File: src/rtl/enm_pkg.sv
`timescale 1ns / 1ps
// Package of the encoder menu navigator: command codes, register indexes,
// beat types and the fixed menu transition table. Depends on nothing.
package enm_pkg;

	localparam int MenuCount = 26;

	// Applied command codes.
	localparam logic [2:0] CMD_NONE   = 3'd0;
	localparam logic [2:0] CMD_CW     = 3'd1;
	localparam logic [2:0] CMD_CCW    = 3'd2;
	localparam logic [2:0] CMD_SELECT = 3'd3;
	localparam logic [2:0] CMD_BACK   = 3'd4;

	// Encoder rotation codes.
	localparam logic [1:0] ROT_NONE = 2'd0;
	localparam logic [1:0] ROT_CW   = 2'd1;
	localparam logic [1:0] ROT_CCW  = 2'd2;

	// Configuration register indexes.
	localparam logic REG_POSITION_LOW  = 1'b0;
	localparam logic REG_POSITION_HIGH = 1'b1;

	localparam logic [7:0] POSITION_LOW_RESET  = 8'd0;
	localparam logic [7:0] POSITION_HIGH_RESET = 8'd9;

	// Received character codes.
	localparam logic [7:0] CHAR_RIGHT  = 8'h64; // 'd'
	localparam logic [7:0] CHAR_LEFT   = 8'h61; // 'a'
	localparam logic [7:0] CHAR_SELECT = 8'h77; // 'w'
	localparam logic [7:0] CHAR_BACK   = 8'h73; // 's'

	localparam logic [4:0] MENU_TOP = 5'd0;

	typedef struct packed {
		logic       clock_pin;
		logic       data_pin;
		logic       switch_pin;
		logic       char_valid;
		logic [7:0] char_code;
	} in_item_t;

	typedef struct packed {
		logic [4:0] menu_state;
		logic       state_changed;
		logic [2:0] command;
		logic [1:0] rotation;
		logic [7:0] position;
	} result_t;

	typedef struct packed {
		logic [7:0] position_low;
		logic [7:0] position_high;
	} cfg_t;

	// Next state per menu state, columns: clockwise, counter-clockwise, select, back.
	localparam logic [4:0] MENU_NEXT [MenuCount][4] = '{
		'{5'd7,  5'd14, 5'd1,  5'd0},
		'{5'd2,  5'd3,  5'd4,  5'd0},
		'{5'd3,  5'd1,  5'd5,  5'd0},
		'{5'd1,  5'd2,  5'd6,  5'd0},
		'{5'd4,  5'd4,  5'd4,  5'd1},
		'{5'd5,  5'd5,  5'd5,  5'd2},
		'{5'd6,  5'd6,  5'd6,  5'd3},
		'{5'd14, 5'd0,  5'd8,  5'd7},
		'{5'd9,  5'd10, 5'd11, 5'd7},
		'{5'd10, 5'd8,  5'd12, 5'd7},
		'{5'd8,  5'd9,  5'd13, 5'd7},
		'{5'd11, 5'd11, 5'd11, 5'd8},
		'{5'd12, 5'd12, 5'd12, 5'd9},
		'{5'd13, 5'd13, 5'd13, 5'd10},
		'{5'd0,  5'd7,  5'd15, 5'd14},
		'{5'd16, 5'd17, 5'd18, 5'd14},
		'{5'd17, 5'd15, 5'd19, 5'd14},
		'{5'd15, 5'd16, 5'd20, 5'd14},
		'{5'd18, 5'd18, 5'd18, 5'd15},
		'{5'd19, 5'd19, 5'd19, 5'd16},
		'{5'd21, 5'd22, 5'd23, 5'd17},
		'{5'd22, 5'd20, 5'd24, 5'd17},
		'{5'd20, 5'd21, 5'd25, 5'd17},
		'{5'd23, 5'd23, 5'd23, 5'd20},
		'{5'd24, 5'd24, 5'd24, 5'd21},
		'{5'd25, 5'd25, 5'd25, 5'd22}
	};

	// Map a received character to a command; any other byte cancels.
	function automatic logic [2:0] char_command(input logic [7:0] code);
		logic [2:0] cmd;
		case (code)
			CHAR_RIGHT:  cmd = CMD_CW;
			CHAR_LEFT:   cmd = CMD_CCW;
			CHAR_SELECT: cmd = CMD_SELECT;
			CHAR_BACK:   cmd = CMD_BACK;
			default:     cmd = CMD_NONE;
		endcase
		return cmd;
	endfunction

	// Menu transition; no command or an unknown state leaves the state as is.
	function automatic logic [4:0] menu_next(input logic [4:0] cur, input logic [2:0] cmd);
		logic [4:0] nxt;
		logic [1:0] col;
		col = 2'(cmd - 3'd1);
		if (cmd == CMD_NONE || cmd > CMD_BACK || cur >= 5'(MenuCount)) begin
			nxt = cur;
		end else begin
			nxt = MENU_NEXT[cur][col];
		end
		return nxt;
	endfunction

endpackage

File: src/rtl/enm_cfg_regs.sv
`timescale 1ns / 1ps
// Configuration registers of the encoder menu navigator: position bounds.
// Depends on enm_pkg.
module enm_cfg_regs import enm_pkg::*; (
	input  logic       clk,
	input  logic       arst_n,
	input  logic       cfg_we,
	input  logic       cfg_index,
	input  logic [7:0] cfg_data,
	output cfg_t       cfg
);

	logic [7:0] position_low_q;
	logic [7:0] position_high_q;

	// Decode the write index and update the addressed bound.
	always_ff @(posedge clk or negedge arst_n) begin
		if (!arst_n) begin
			position_low_q  <= POSITION_LOW_RESET;
			position_high_q <= POSITION_HIGH_RESET;
		end else if (cfg_we) begin
			case (cfg_index)
				REG_POSITION_LOW:  position_low_q  <= cfg_data;
				REG_POSITION_HIGH: position_high_q <= cfg_data;
				default: ;
			endcase
		end
	end

	assign cfg.position_low  = position_low_q;
	assign cfg.position_high = position_high_q;

endmodule

File: src/rtl/enm_step_core.sv
`timescale 1ns / 1ps
// Per-poll step of the encoder menu navigator: edge detection, wrapped position
// counter and menu table lookup, with the state it keeps. Depends on enm_pkg.
module enm_step_core import enm_pkg::*; (
	input  logic     clk,
	input  logic     arst_n,
	input  logic     advance,
	input  in_item_t item,
	input  cfg_t     cfg,
	output result_t  result
);

	logic       clock_last_q;
	logic       switch_last_q;
	logic [7:0] position_q;
	logic [4:0] menu_q;

	logic       rise_clock;
	logic       rise_switch;
	logic       step_cw;
	logic [7:0] position_next;
	logic [1:0] rot;
	logic [2:0] cmd;
	logic [4:0] menu_next_w;

	// Encoder step and the wrapped position counter.
	always_comb begin
		rise_clock    = item.clock_pin && !clock_last_q;
		step_cw       = item.data_pin != item.clock_pin;
		position_next = position_q;
		rot           = ROT_NONE;
		if (rise_clock) begin
			if (step_cw) begin
				rot = ROT_CW;
				if (position_q >= cfg.position_high) begin
					position_next = cfg.position_low;
				end else begin
					position_next = position_q + 8'd1;
				end
			end else begin
				rot = ROT_CCW;
				if (position_q <= cfg.position_low) begin
					position_next = cfg.position_high;
				end else begin
					position_next = position_q - 8'd1;
				end
			end
		end
	end

	// Command priority: character over switch over encoder.
	always_comb begin
		rise_switch = item.switch_pin && !switch_last_q;
		if (item.char_valid) begin
			cmd = char_command(item.char_code);
		end else if (rise_switch) begin
			cmd = CMD_SELECT;
		end else if (rot == ROT_CW) begin
			cmd = CMD_CW;
		end else if (rot == ROT_CCW) begin
			cmd = CMD_CCW;
		end else begin
			cmd = CMD_NONE;
		end
		menu_next_w = menu_next(menu_q, cmd);
	end

	// State moves only when the beat leaves for the result register.
	always_ff @(posedge clk or negedge arst_n) begin
		if (!arst_n) begin
			clock_last_q  <= 1'b0;
			switch_last_q <= 1'b0;
			position_q    <= 8'd0;
			menu_q        <= MENU_TOP;
		end else if (advance) begin
			clock_last_q  <= item.clock_pin;
			switch_last_q <= item.switch_pin;
			position_q    <= position_next;
			menu_q        <= menu_next_w;
		end
	end

	assign result.menu_state    = menu_next_w;
	assign result.state_changed = menu_next_w != menu_q;
	assign result.command       = cmd;
	assign result.rotation      = rot;
	assign result.position      = position_next;

endmodule

File: src/rtl/encoder_menu_navigator.sv
`timescale 1ns / 1ps
// Top level of the encoder menu navigator: input register, step core and
// result register. Depends on enm_pkg, enm_cfg_regs and enm_step_core.
//
// Channel   Direction  Handshake            Payload
// in        input      in_valid/in_ready    clock_pin data_pin switch_pin char_valid char_code
// out       output     out_valid/out_ready  menu_state state_changed command rotation position
// cfg       input      cfg_we               cfg_index cfg_data
//
// One beat is accepted per cycle sustained while the output is not stalled.
// Its result passes the input register, then the result register, and is offered from there.
// The step state (pin levels, position, menu) moves as a beat enters the result register.
// Reset clears both stages, the step state and the bounds (low 0, high 9).
// A stalled result holds; the input register still takes one more beat behind it.
module encoder_menu_navigator import enm_pkg::*; (
	input  logic       clk,
	input  logic       arst_n,
	input  logic       in_valid,
	output logic       in_ready,
	input  logic       clock_pin,
	input  logic       data_pin,
	input  logic       switch_pin,
	input  logic       char_valid,
	input  logic [7:0] char_code,
	output logic       out_valid,
	input  logic       out_ready,
	output logic [4:0] menu_state,
	output logic       state_changed,
	output logic [2:0] command,
	output logic [1:0] rotation,
	output logic [7:0] position,
	input  logic       cfg_we,
	input  logic       cfg_index,
	input  logic [7:0] cfg_data
);

	cfg_t     cfg;
	in_item_t item_s1;
	logic     valid_s1;
	result_t  result;
	result_t  result_s2;
	logic     valid_s2;
	logic     advance;

	enm_cfg_regs u_cfg (
		.clk       (clk),
		.arst_n    (arst_n),
		.cfg_we    (cfg_we),
		.cfg_index (cfg_index),
		.cfg_data  (cfg_data),
		.cfg       (cfg)
	);

	// A beat leaves the input register when the result register is free.
	assign advance  = valid_s1 && (!valid_s2 || out_ready);
	assign in_ready = !valid_s1 || advance;

	// Input register.
	always_ff @(posedge clk or negedge arst_n) begin
		if (!arst_n) begin
			valid_s1 <= 1'b0;
		end else if (in_ready) begin
			valid_s1 <= in_valid;
		end
	end

	always_ff @(posedge clk) begin
		if (in_ready && in_valid) begin
			item_s1.clock_pin  <= clock_pin;
			item_s1.data_pin   <= data_pin;
			item_s1.switch_pin <= switch_pin;
			item_s1.char_valid <= char_valid;
			item_s1.char_code  <= char_code;
		end
	end

	enm_step_core u_core (
		.clk     (clk),
		.arst_n  (arst_n),
		.advance (advance),
		.item    (item_s1),
		.cfg     (cfg),
		.result  (result)
	);

	// Result register.
	always_ff @(posedge clk or negedge arst_n) begin
		if (!arst_n) begin
			valid_s2 <= 1'b0;
		end else if (!valid_s2 || out_ready) begin
			valid_s2 <= valid_s1;
		end
	end

	always_ff @(posedge clk) begin
		if (advance) begin
			result_s2 <= result;
		end
	end

	assign out_valid     = valid_s2;
	assign menu_state    = result_s2.menu_state;
	assign state_changed = result_s2.state_changed;
	assign command       = result_s2.command;
	assign rotation      = result_s2.rotation;
	assign position      = result_s2.position;

endmodule

File: config.mk
export PLATFORM = sky130hd
export DESIGN_NAME = encoder_menu_navigator
export DESIGN_NICKNAME = d
export VERILOG_FILES = /design/src/rtl/enm_pkg.sv /design/src/rtl/enm_cfg_regs.sv /design/src/rtl/enm_step_core.sv /design/src/rtl/encoder_menu_navigator.sv
export SDC_FILE = /design/constraint.sdc
export NUM_CORES = 1
export LEC_CHECK = 0
export BUFFER_PORTS_ARGS = -buffer_cell sky130_fd_sc_hd__buf_2
export CORE_MARGIN = 1.5
export CORE_UTILIZATION = 53
export DETAILED_ROUTE_END_ITERATION = 8
export PLACE_DENSITY = 0.73
export SYNTH_ARGS = -nofsm -noshare
export SYNTH_HDL_FRONTEND = slang
export SYNTH_SLANG_ARGS = --single-unit
File: constraint.sdc
create_clock -name clk -period 9.95 [get_ports clk]
set_clock_uncertainty 0.1 [all_clocks]
set_input_delay 1.99 -clock clk [delete_from_list [all_inputs] [get_ports clk]]
set_output_delay 1.99 -clock clk [all_outputs]
set_load 0.005 [all_outputs]
# [Word level (Yosys, flattened, before mapping)]
# Memories as Yosys holds them, arrays and structs flattened.
# Cells that the tools add are included.
[word_totals] input_bits=26 reg_bits=64 ramBits=0 rom_bits=640 memories=1 word_cells=71 latchBits=0 out_inout_bits=21
[memory_table] memory="(no name shown)" words=32 width=20 read_ports=1 rd_clocked_by_memory_dff=0 write_ports=0 line="enm_pkg.sv:107" text="nxt = MENU_NEXT[cur][col];"
[classes] n_bitwise=3 n_reduce_logical=15 n_eq_ne=8 shifts=0 magnitude_cmp=6 n_mul=0 add_sub_neg=3 div_mod_pow=0 muxes=17
[ops] cell="$mux 20" count=2
[ops] cell="$eq 8x7->1 const B" count=4
[ops] cell="$mux 8" count=4
[ops] cell="$mux 5" count=3
[ops] cell="$pmux 3 s4" count=1
[ops] cell="$bmux 5 s2" count=1
[ops] cell="$mux 3" count=3
[ops] cell="$add 8x1->8 const B" count=1
[ops] cell="$ge 8x8->1" count=1
[ops] cell="$le 8x8->1" count=1
[ops] cell="$sub 8x1->8 const B" count=1
[ops] cell="$ge 6x6->1 const B" count=1
[ops] cell="$mux 2" count=3
[ops] cell="$not 5->6" count=1
[ops] cell="$ge 5x5->1 const B" count=1
[ops] cell="$ne 5x5->1" count=1
[ops] cell="$logic_and 1x1->1" count=4
[ops] cell="$logic_not 1->1" count=4
[ops] cell="$logic_or 1x1->1" count=4
[ops] cell="$reduce_and 2->1" count=2
[ops] cell="$ge 3x3->1 const B" count=1
[ops] cell="$gt 3x3->1 const B" count=1
[ops] cell="$logic_not 3->1" count=1
[ops] cell="$not 2->3" count=1
[ops] cell="5 further kinds" count=5

# [Logic depth before layout (Yosys ltp)]
# Gate-level depths: netlist (run 1).
[logic_depth] word_depth=15 ltp_mapped=14 ltp_nobuf=13

# [Cells and area by module]
# A second synthesis (run 1) with hierarchy kept.
[unflattened] cells_unflattened=427 area_unflattened_um2=4491.8
[modules_own_cells] mod="enm_step_core" area_per_inst_um2=2812.7 instances=1 seq_area_each_um2=375.4 cells_each=353
[modules_own_cells] mod="encoder_menu_navigator" area_per_inst_um2=1034.7 instances=1 seq_area_each_um2=980.9 cells_each=39
[modules_own_cells] mod="enm_cfg_regs" area_per_inst_um2=644.4 instances=1 seq_area_each_um2=402.9 cells_each=35

# [Least setup slack after synthesis (run 1)]
# OpenSTA, ideal clock, no wires.
[synth_path] path_kind="input-to-output" from="input out_ready" to="output in_ready" arrival_ps=2164 path_buffers=0 cell_stages=1 required_ps=7860 setup_slack_ps=5696 path_cell_list="nand3b_1"
[synth_between] elab_chain_cells=3
[synth_lines] element="start: declaration" line="encoder_menu_navigator.sv:26" text="input logic out_ready,"
[synth_lines] element="$logic_or 1x1->1" line="encoder_menu_navigator.sv:55" text="assign advance = valid_s1 && (!valid_s2 || out_ready);"
[synth_lines] element="$logic_and 1x1->1" line="encoder_menu_navigator.sv:55"
[synth_lines] element="$logic_or 1x1->1" line="encoder_menu_navigator.sv:56" text="assign in_ready = !valid_s1 || advance;"
[synth_lines] element="end: declaration" line="encoder_menu_navigator.sv:19" text="output logic in_ready,"
# Every way passes these cells.

# [Final worst setup path (run 1)]
# Ends and elaborated chain as after synthesis.

==> flow_metrics.tcl, run 1 <==
set metrics [dict create \
    fin_area_mm2 0.00471 \
    worst_setup_hold_path_clk_slew_ps 70 \
    dr_total_vias 3402 \
    final_antenna_net_count 0 \
    maxCapViolCount 0 \
    ios 47 \
    cts_resized 0 \
    synth_nets 487 \
    synth-seq-cells 64 \
    r2r_slack_ps 5890 \
    postSynthAreaPerCell_um2 9.82 \
    ys_warn_count 0 \
    hold_path_end "u_core.switch_last_q" \
    initial_utilization_pct 54.8 \
    synth_cells 431 \
    cts-root-buf "clkbuf_8" \
    cts_tree "yes" \
    grt_overflow_total 0 \
    critPathRequiredTime_ps 7860 \
    ctsHoldBuffers 0 \
    slew_viol_final 0 \
    ys_async_sr_fraction_pct 51.6 \
    synth.distinct_cells 66 \
    dp.cells 557 \
    coreArea_mm2 0.00773 \
    n_fill_cell 650 \
    wl_per_cell_um 16.2 \
    die_w_um 92.4 \
    status "completed" \
    ys_seq_area_share_pct 41.6 \
    place.gp.congestion 0.891 \
    cp_cell_sequence "buf_2, nand3b_1, buf_2" \
    dieArea_mm2 0.00853 \
    synth_top_family_by_area "compound AO/OA/AOI/OAI gates" \
    vias_per_cell 5.94 \
    hold_ws_ps 382 \
    grt_max_degree 36 \
    fmax_ghz 0.222 \
    end_kind "primary output" \
    max_stage_delay_ps 180 \
    place_area_mm2 0.00450 \
    holdCritStartpoint "u_core.switch_last_q" \
    synth_top_area_share_pct 22.0 \
    r2r_start "item_s1[10]" \
    synth-compound-area-share_pct 18.9 \
    p_leak_nw 2.07 \
    clockBufferDepth 2 \
    hold_violations 0 \
    totalWireLength_um 9270 \
    cts.htree.levels 3 \
    period_minus_slack_ps 4510 \
    path_max_fanout 3 \
    detail_route.first_pass.iterations 6 \
    synth_top_cell_by_area "edfxtp_1" \
    worstHoldPathType "reg -> reg" \
    critPathKind "in -> out" \
    ys.flop_type "edfxtp_1" \
    n_antenna_cell 0 \
    cp_common_cell "buf_2" \
    grt_use_total_pct 23.8 \
    start_kind "input port" \
    synthAdderAreaFrac_pct 8.87 \
    synth_xor_area_share_pct 2.48 \
    num_rows 32 \
    synth_edf_count 31 \
    r2r_end "state_changed" \
    power_density_mw_per_mm2 287 \
    fin_crit_sh_pct 45.3 \
    netlist_area_mm2 0.00423 \
    clkSinkCount 64 \
    rsz0062_at_grt "no" \
    crit_path_top_delay_cell "nand3b_1" \
    netlist_top_cells_count "nand2_1 (43), o21ai_0 (39), dfrtp_1 (31), edfxtp_1 (31), ha_1 (30)" \
    timing.setup.tns_ps 0 \
    cts_buffers 9 \
    cp.arrival_ps 2420 \
    final_cells 573 \
    antenna_found_initial 0 \
    nNetsFinal 522 \
    vdd_drop_max_v 0.000123 \
    portBuffers 46 \
    slew_headroom_pct 30.1 \
    synthTopCellsByArea "edfxtp_1 (22%), dfrtp_1 (18%), ha_1 (8.9%), mux2_2 (5.1%), o21ai_0 (4.6%)" \
    muxShareOfSynthArea_pct 9.67 \
    hold_depth 2 \
    drcViolationCount 0 \
    grt_pass1_wl_um 16000 \
    post-synth-top-count-cell "nand2_1" \
    cts_setup_buffers 0 \
    insertion_delay_ps 350 \
    die_h_um 92.4 \
    worstMarginPinSlew_ps 1040 \
    r2r_cells 12 \
    drtIter0Drc 302 \
    dp_hpwl_um 6610 \
    drive_gt1_share_pct 19.1 \
    synth_simple_gate_area_share_pct 13.7 \
    grt_pass1_vias 3271 \
    total_power_mw 1.35 \
    setup_viol 0 \
    area_growth_pct 11.3 \
]
-- power by group --
part | switching, mW | internal (mW)
clock | 0.0997 | 0.139
sequential | 0.120 | 0.349
combinational | 0.345 | 0.300
-- worst max-delay path, delay by kind of cell --
| family | cells | cell delay [ps] |
|---|---|---|
| buf+inv | 2 | 250 |
| simple gates | 1 | 180 |
-- how the worst max path moves through the flow --
stage / start / to / slack, ps / cells past startpoint
2_1_floorplan: out_ready / in_ready / 5700 / 1
3_3_place_gp: out_ready / in_ready / 5470 / 3
3_5_place_dp: out_ready / in_ready / 5450 / 3
4_1_cts: out_ready / in_ready / 5440 / 3
5_1_grt: out_ready / in_ready / 5390 / 3
6_report: out_ready / in_ready / 5440 / 3
-- stage by stage --
step | setup WS (ps) | utilization [%]
2_1_floorplan | 5700 | -
3_3_place_gp | 5470 | 58.2
3_5_place_dp | 5450 | 58.2
4_1_cts | 5440 | 60.9
5_1_grt | 5390 | 60.9
6_report | 5440 | 60.9
-- placed cells by master, fill, tap and decap left out, drive strengths merged, types with 4 or more instances in the layout --
| cell | n |
|---|---|
| nor2 | 21 |
| edfxtp | 31 |
| clkbuf | 9 |
| nand3 | 7 |
| a21o | 8 |
| o21ai | 40 |
| mux2 | 19 |
| o311ai | 4 |
| a31oi | 5 |
| nand2b | 9 |
| mux2i | 15 |
| xnor2 | 10 |
| o21a | 4 |
| dfrtp | 31 |
| and3 | 7 |
| a21boi | 4 |
| nor2b | 6 |
| nand2 | 43 |
| a21oi | 21 |
| o211ai | 4 |
| inv | 27 |
| ha | 30 |
| buf | 47 |
| clkinv | 5 |
| nor3 | 8 |
-- sequential cells by signal, indices dropped and copies added, names as in the netlist --
register               flops
out_valid                  1
u_core.clock_last_q        1
command                    3
valid_s1                   1
u_core.menu_q              5
item_s1                   12
u_core.position_q          8
u_core.switch_last_q       1
menu_state                 5
state_changed              1
u_cfg.position_high_q      8
position                   8
rotation                   2
u_cfg.position_low_q       8
-- final cells by class --
type / count / area [um2] / share of cell area (%)
inverter: 28 / 105 / 2.23
multi-input combinational: 316 / 2270 / 48.2
sequential: 64 / 1760 / 37.4
tap: 102 / 128 / 2.71
timing repair buffer: 47 / 238 / 5.05
clock buffer: 9 / 124 / 2.63
clock inverter: 7 / 86.3 / 1.83
-- logic make-up (layout without fill, tap and decap cells) --
logic type	count (synthesis)	count (layout)
AOI/OAI and AO/OA	120	120
and+or+nand+nor	118	118
DFF	64	64
adders and majority gates	30	30
muxes	36	36
xor gates and xnor gates	12	12
buffers and inverters	51	91
-- metal layers --
layer / GRT usage, % / share of wire, % / vias to the layer above
met5: 0 / 0 / -
met4: 6.41 / 1.4 / 0
met3: 4.93 / 7.0 / 19
met2: 37.1 / 45 / 137
met1: 33.8 / 46 / 1592
li1: - / - / 1654
(Power assumes the default switching activity.)
==> inputs of run 2 (changes only) <==
==> constraint.sdc (replaced) <==
create_clock -name clk -period 4.4 [get_ports clk]
set_clock_uncertainty 0.1 [all_clocks]
set_input_delay 0.88 -clock clk [delete_from_list [all_inputs] [get_ports clk]]
set_output_delay 0.88 -clock clk [all_outputs]
set_load 0.005 [all_outputs]
==> run 2 against run 1 <==
Net effect:
- wire length is essentially flat
- count of clock-buffer cells in the layout is the same
- via count grew 1.2%
- power grew 130%
- sequential power grew 110%
==> flow_metrics.tcl, run 2 (synthesis results as in run 1) <==
set metrics [dict create \
    drtIter0Drc 274 \
    drive_gt1_share_pct 20.2 \
    largest_register "item_s1" \
    clkSinkCount 64 \
    die_h_um 92.4 \
    crit_path_top_delay_cell "edfxtp_1" \
    grt_max_degree 34 \
    coreArea_mm2 0.00773 \
    cts_resized 0 \
    nNetsFinal 527 \
    timing.setup.tns_ps 0 \
    cts_setup_buffers 0 \
    wl_per_cell_um 16.0 \
    total_power_mw 3.16 \
    insertion_delay_ps 340 \
    vdd_drop_max_v 0.000330 \
    start_kind "flip-flop" \
    period_minus_slack_ps 3920 \
    grt_use_total_pct 23.3 \
    rsz0062_at_grt "no" \
    maxCapViolCount 0 \
    final_antenna_net_count 0 \
    ctsHoldBuffers 0 \
    fin_area_mm2 0.00478 \
    top_usage_layer "met2" \
    n_antenna_cell 0 \
    worstHoldPathType "reg -> reg" \
    worstMarginPinSlew_ps 876 \
    cts_buffers 9 \
    path_max_fanout 15 \
    num_rows 32 \
    fmax_ghz 0.255 \
    met1_usage_pct 33.3 \
    setup_viol 0 \
    max_stage_delay_ps 590 \
    worst_setup_hold_path_clk_slew_ps 70 \
    dp.cells 562 \
    portBuffers 46 \
    detail_route.first_pass.iterations 7 \
    grt_pass1_vias 3332 \
    grt_overflow_total 0 \
    use_met3_pct 3.69 \
    fin_crit_sh_pct 89.1 \
    dr_total_vias 3443 \
    dieArea_mm2 0.00853 \
    final_cells 578 \
    hold_ws_ps 375 \
    cp.arrival_ps 3900 \
    seqCellArea_mm2 0.00176 \
    critPathKind "reg -> reg" \
    dp_hpwl_um 6710 \
    cts-root-buf "clkbuf_8" \
    clockBufferDepth 2 \
    cts_tree "yes" \
    antenna_found_initial 0 \
    area_growth_pct 12.9 \
    slew_viol_final 0 \
    power_density_mw_per_mm2 660 \
    largest_reg_flops 12 \
    layout_commonest_cell "buf_2" \
    use_met2_pct 37.0 \
    place.gp.congestion 0.931 \
    grt_pass1_wl_um 15900 \
    dp_slack_ps 544 \
    drcViolationCount 0 \
    cts.htree.levels 3 \
    critPathRequiredTime_ps 4380 \
    status "completed" \
    layout_common_cells "buf_2 (46), nand2_1 (43), o21ai_0 (39)" \
    hold_violations 0 \
    slew_headroom_pct 41.5 \
    worst_slack_ps 478 \
    place_area_mm2 0.00454 \
    cp_common_cell "a21oi_1" \
    end_kind "flip-flop" \
    fin_util_pct 61.9 \
    totalWireLength_um 9260 \
    cp_cell_sequence "or3b_1, a21oi_1, or2_4, inv_2, ha_1, xor2_1, nor2_1, a2111oi_0, a21oi_1, a22oi_1, xnor2_1, a41oi_2" \
    die_w_um 92.4 \
    n_fill_cell 646 \
    p_leak_nw 2.11 \
    ios 47 \
    initial_utilization_pct 54.8 \
    multiInputGateArea_mm2 0.00227 \
    vias_per_cell 5.96 \
]
## run 2: changes by cell type in the layout (fill, tap and decap cells not counted), sizes merged
cell,change
buf,+5
clkinv,-1
bufinv,+1
## run 2: final cells by class
type	instances	share of cell area, %
Multi-Input combinational cell	316	47.5
Sequential cell	64	36.8
Timing Repair Buffer	52	5.76
Tap cell	102	2.67
Clock buffer	9	2.59
Clock inverter	7	2.51
Inverter	28	2.20
## run 2: worst max-delay path: cells and delay by family, from the launching register on
kind,cells,cell delay [ps]
buffers and inverters,1,100
DFF,1,590
adders and majority gates,1,580
and+or+nand+nor,3,820
AOI/OAI and AO/OA,5,1110
xor gates and xnor gates,2,350
## run 2: worst paths after layout
path	from	end	slack [ps]	cells past startpoint
min in group asynchronous	arst_n	out_valid	510	1
max in group asynchronous	arst_n	u_core.menu_q[4]	3210	1
setup / recovery	item_s1[10]	state_changed	480	12
hold / removal	item_s1[9]	u_core.switch_last_q	380	2
setup reg to reg	item_s1[10]	state_changed	480	12
hold reg to reg	item_s1[9]	u_core.switch_last_q	380	2
## run 2: metal layers
metal | vias up | wire length [um]
met5 | - | 0
met1 | 1639 | 4400
met4 | 0 | 97
li1 | 1658 | -
met2 | 134 | 4250
met3 | 12 | 517
## run 2: power breakdown
group | total (mW) | internal (mW) | switching, mW
sequential | 1.00 | 0.790 | 0.211
combinational | 1.54 | 0.698 | 0.845
clock | 0.611 | 0.377 | 0.234
==> inputs of run 3 (changes only) <==
--- a/config.mk
+++ b/config.mk
@@ -5,11 +5,11 @@
 export SDC_FILE = /design/constraint.sdc
 export NUM_CORES = 1
 export LEC_CHECK = 0
-export BUFFER_PORTS_ARGS = -buffer_cell sky130_fd_sc_hd__buf_2
 export CORE_MARGIN = 1.5
 export CORE_UTILIZATION = 53
 export DETAILED_ROUTE_END_ITERATION = 8
-export PLACE_DENSITY = 0.73
+export DONT_BUFFER_PORTS = 1
+export PLACE_DENSITY = 0.68
 export SYNTH_ARGS = -nofsm -noshare
 export SYNTH_HDL_FRONTEND = slang
 export SYNTH_SLANG_ARGS = --single-unit
==> run 3 against run 2 <==
Net effect:
- sequential share of layout area grew 1.8 points
- via count is 7.4% lower
- worst setup slack lost 44 ps
- final cell count shrank 7.8%
- hold slack got worse by 260 ps
- power down 0.58%
==> flow_metrics.tcl, run 3 (synthesis results as in run 1) <==
set metrics [dict create \
    antenna_found_initial 0 \
    vias_per_cell 5.98 \
    fin_crit_sh_pct 90.1 \
    worst_setup_hold_path_clk_slew_ps 80 \
    r2r_end "state_changed" \
    maxCapViolCount 0 \
    slew_viol_final 0 \
    portBuffers 0 \
    slew_headroom_pct 39.7 \
    critPathCapture "state_changed" \
    critPathKind "reg -> reg" \
    grt_max_degree 34 \
    grt_pass1_wl_um 15600 \
    dp.cells 517 \
    worst_slack_ps 434 \
    worstHoldPathType "in -> async" \
    die_w_um 92.4 \
    dp_slack_ps 537 \
    insertion_delay_ps 350 \
    period_minus_slack_ps 3970 \
    vdd_drop_max_v 0.000370 \
    detail_route.first_pass.iterations 5 \
    cts_buffers 9 \
    cp.arrival_ps 3950 \
    layout_common_cells "nand2_1 (43), o21ai_0 (39), edfxtp_1 (31), dfrtp_1 (31), ha_1 (30)" \
    nNetsFinal 482 \
    p_leak_nw 1.94 \
    n_antenna_cell 0 \
    ios 47 \
    num_rows 32 \
    place.gp.congestion 0.893 \
    r2r_start "item_s1[10]" \
    drtIter0Drc 219 \
    final_cells 533 \
    grt_use_total_pct 23.3 \
    initial_utilization_pct 54.8 \
    cts_setup_buffers 0 \
    clockBufferDepth 2 \
    largest_reg_flops 12 \
    largest_register "item_s1" \
    drcViolationCount 0 \
    grt_overflow_total 0 \
    path_max_fanout 15 \
    area_growth_pct 7.80 \
    r2r_slack_ps 430 \
    setup_viol 0 \
    start_kind "flip-flop" \
    totalWireLength_um 9190 \
    rsz0062_at_grt "no" \
    grt_pass1_vias 3131 \
    dr_total_vias 3189 \
    die_h_um 92.4 \
    fmax_ghz 0.252 \
    coreArea_mm2 0.00773 \
    status "completed" \
    dieArea_mm2 0.00853 \
    fin_util_pct 59.1 \
    drive_gt1_share_pct 11.8 \
    wl_per_cell_um 17.2 \
    cts.htree.levels 3 \
    layout_commonest_cell "nand2_1" \
    cts_resized 0 \
    critPathRequiredTime_ps 4380 \
    cts-root-buf "clkbuf_8" \
    ctsHoldBuffers 0 \
    hold_violations 0 \
    end_kind "flip-flop" \
    dp_hpwl_um 6540 \
    crit_path_start "item_s1[10]" \
    final_antenna_net_count 0 \
    cts_tree "yes" \
    r2r_cells 12 \
    clkSinkCount 64 \
    timing.setup.tns_ps 0 \
    worstMarginPinSlew_ps 903 \
    power_density_mw_per_mm2 688 \
]
## run 3: how the worst min path moves through the flow
stage,from,to,slack (ps)
2_1_floorplan,u_core.switch_last_q,u_core.switch_last_q,340
3_3_place_gp,u_core.switch_last_q,u_core.switch_last_q,350
3_5_place_dp,u_core.switch_last_q,u_core.switch_last_q,350
4_1_cts,arst_n,valid_s1,110
5_1_grt,arst_n,u_cfg.position_high_q[2],90
6_report,arst_n,u_cfg.position_high_q[2],120
## run 3: report_power, final
part           internal, mW  switching [mW]  leakage, nW  total, mW
Clock                 0.383           0.248        0.125      0.631
Combinational         0.670           0.839         1.12       1.51
Sequential            0.792           0.205        0.694      0.997
## run 3: per-layer routing
metal	global-route usage, %	up-vias	wire length [um]
li1	-	1569	-
met1	33.9	1510	4640
met2	34.7	98	3970
met3	5.75	12	496
met4	5.77	0	87
met5	0	-	0
## run 3: final cells by class
type	count	area (um2)
fill	650	3160
multi-input combinational	316	2270
sequential	64	1760
tap	102	128
clock inverter	7	125
clock buffer	9	124
inverter	28	105
timing repair buffer	7	52.6
## run 3: stage by stage
step                      area, um2  hold slack [ps]  power (mW)
after detailed placement       4310              354        2.48
after global routing           4560             93.7        3.37
final                          4560              119        3.14
after global placement         4310              352        2.47
after floorplan                4230              337        2.14
after CTS                      4560              106        3.13
## run 3: critical path: stages, from the launching register on
cell and delay (ps):
edfxtp_1 570, or3b_1 510, a21oi_1 230, or2_4 260
inv_2 110, ha_1 620, xor2_1 180, nor2_1 50
a2111oi_0 410, a21oi_1 80, a22oi_1 270, xnor2_1 170
a41oi_2 130
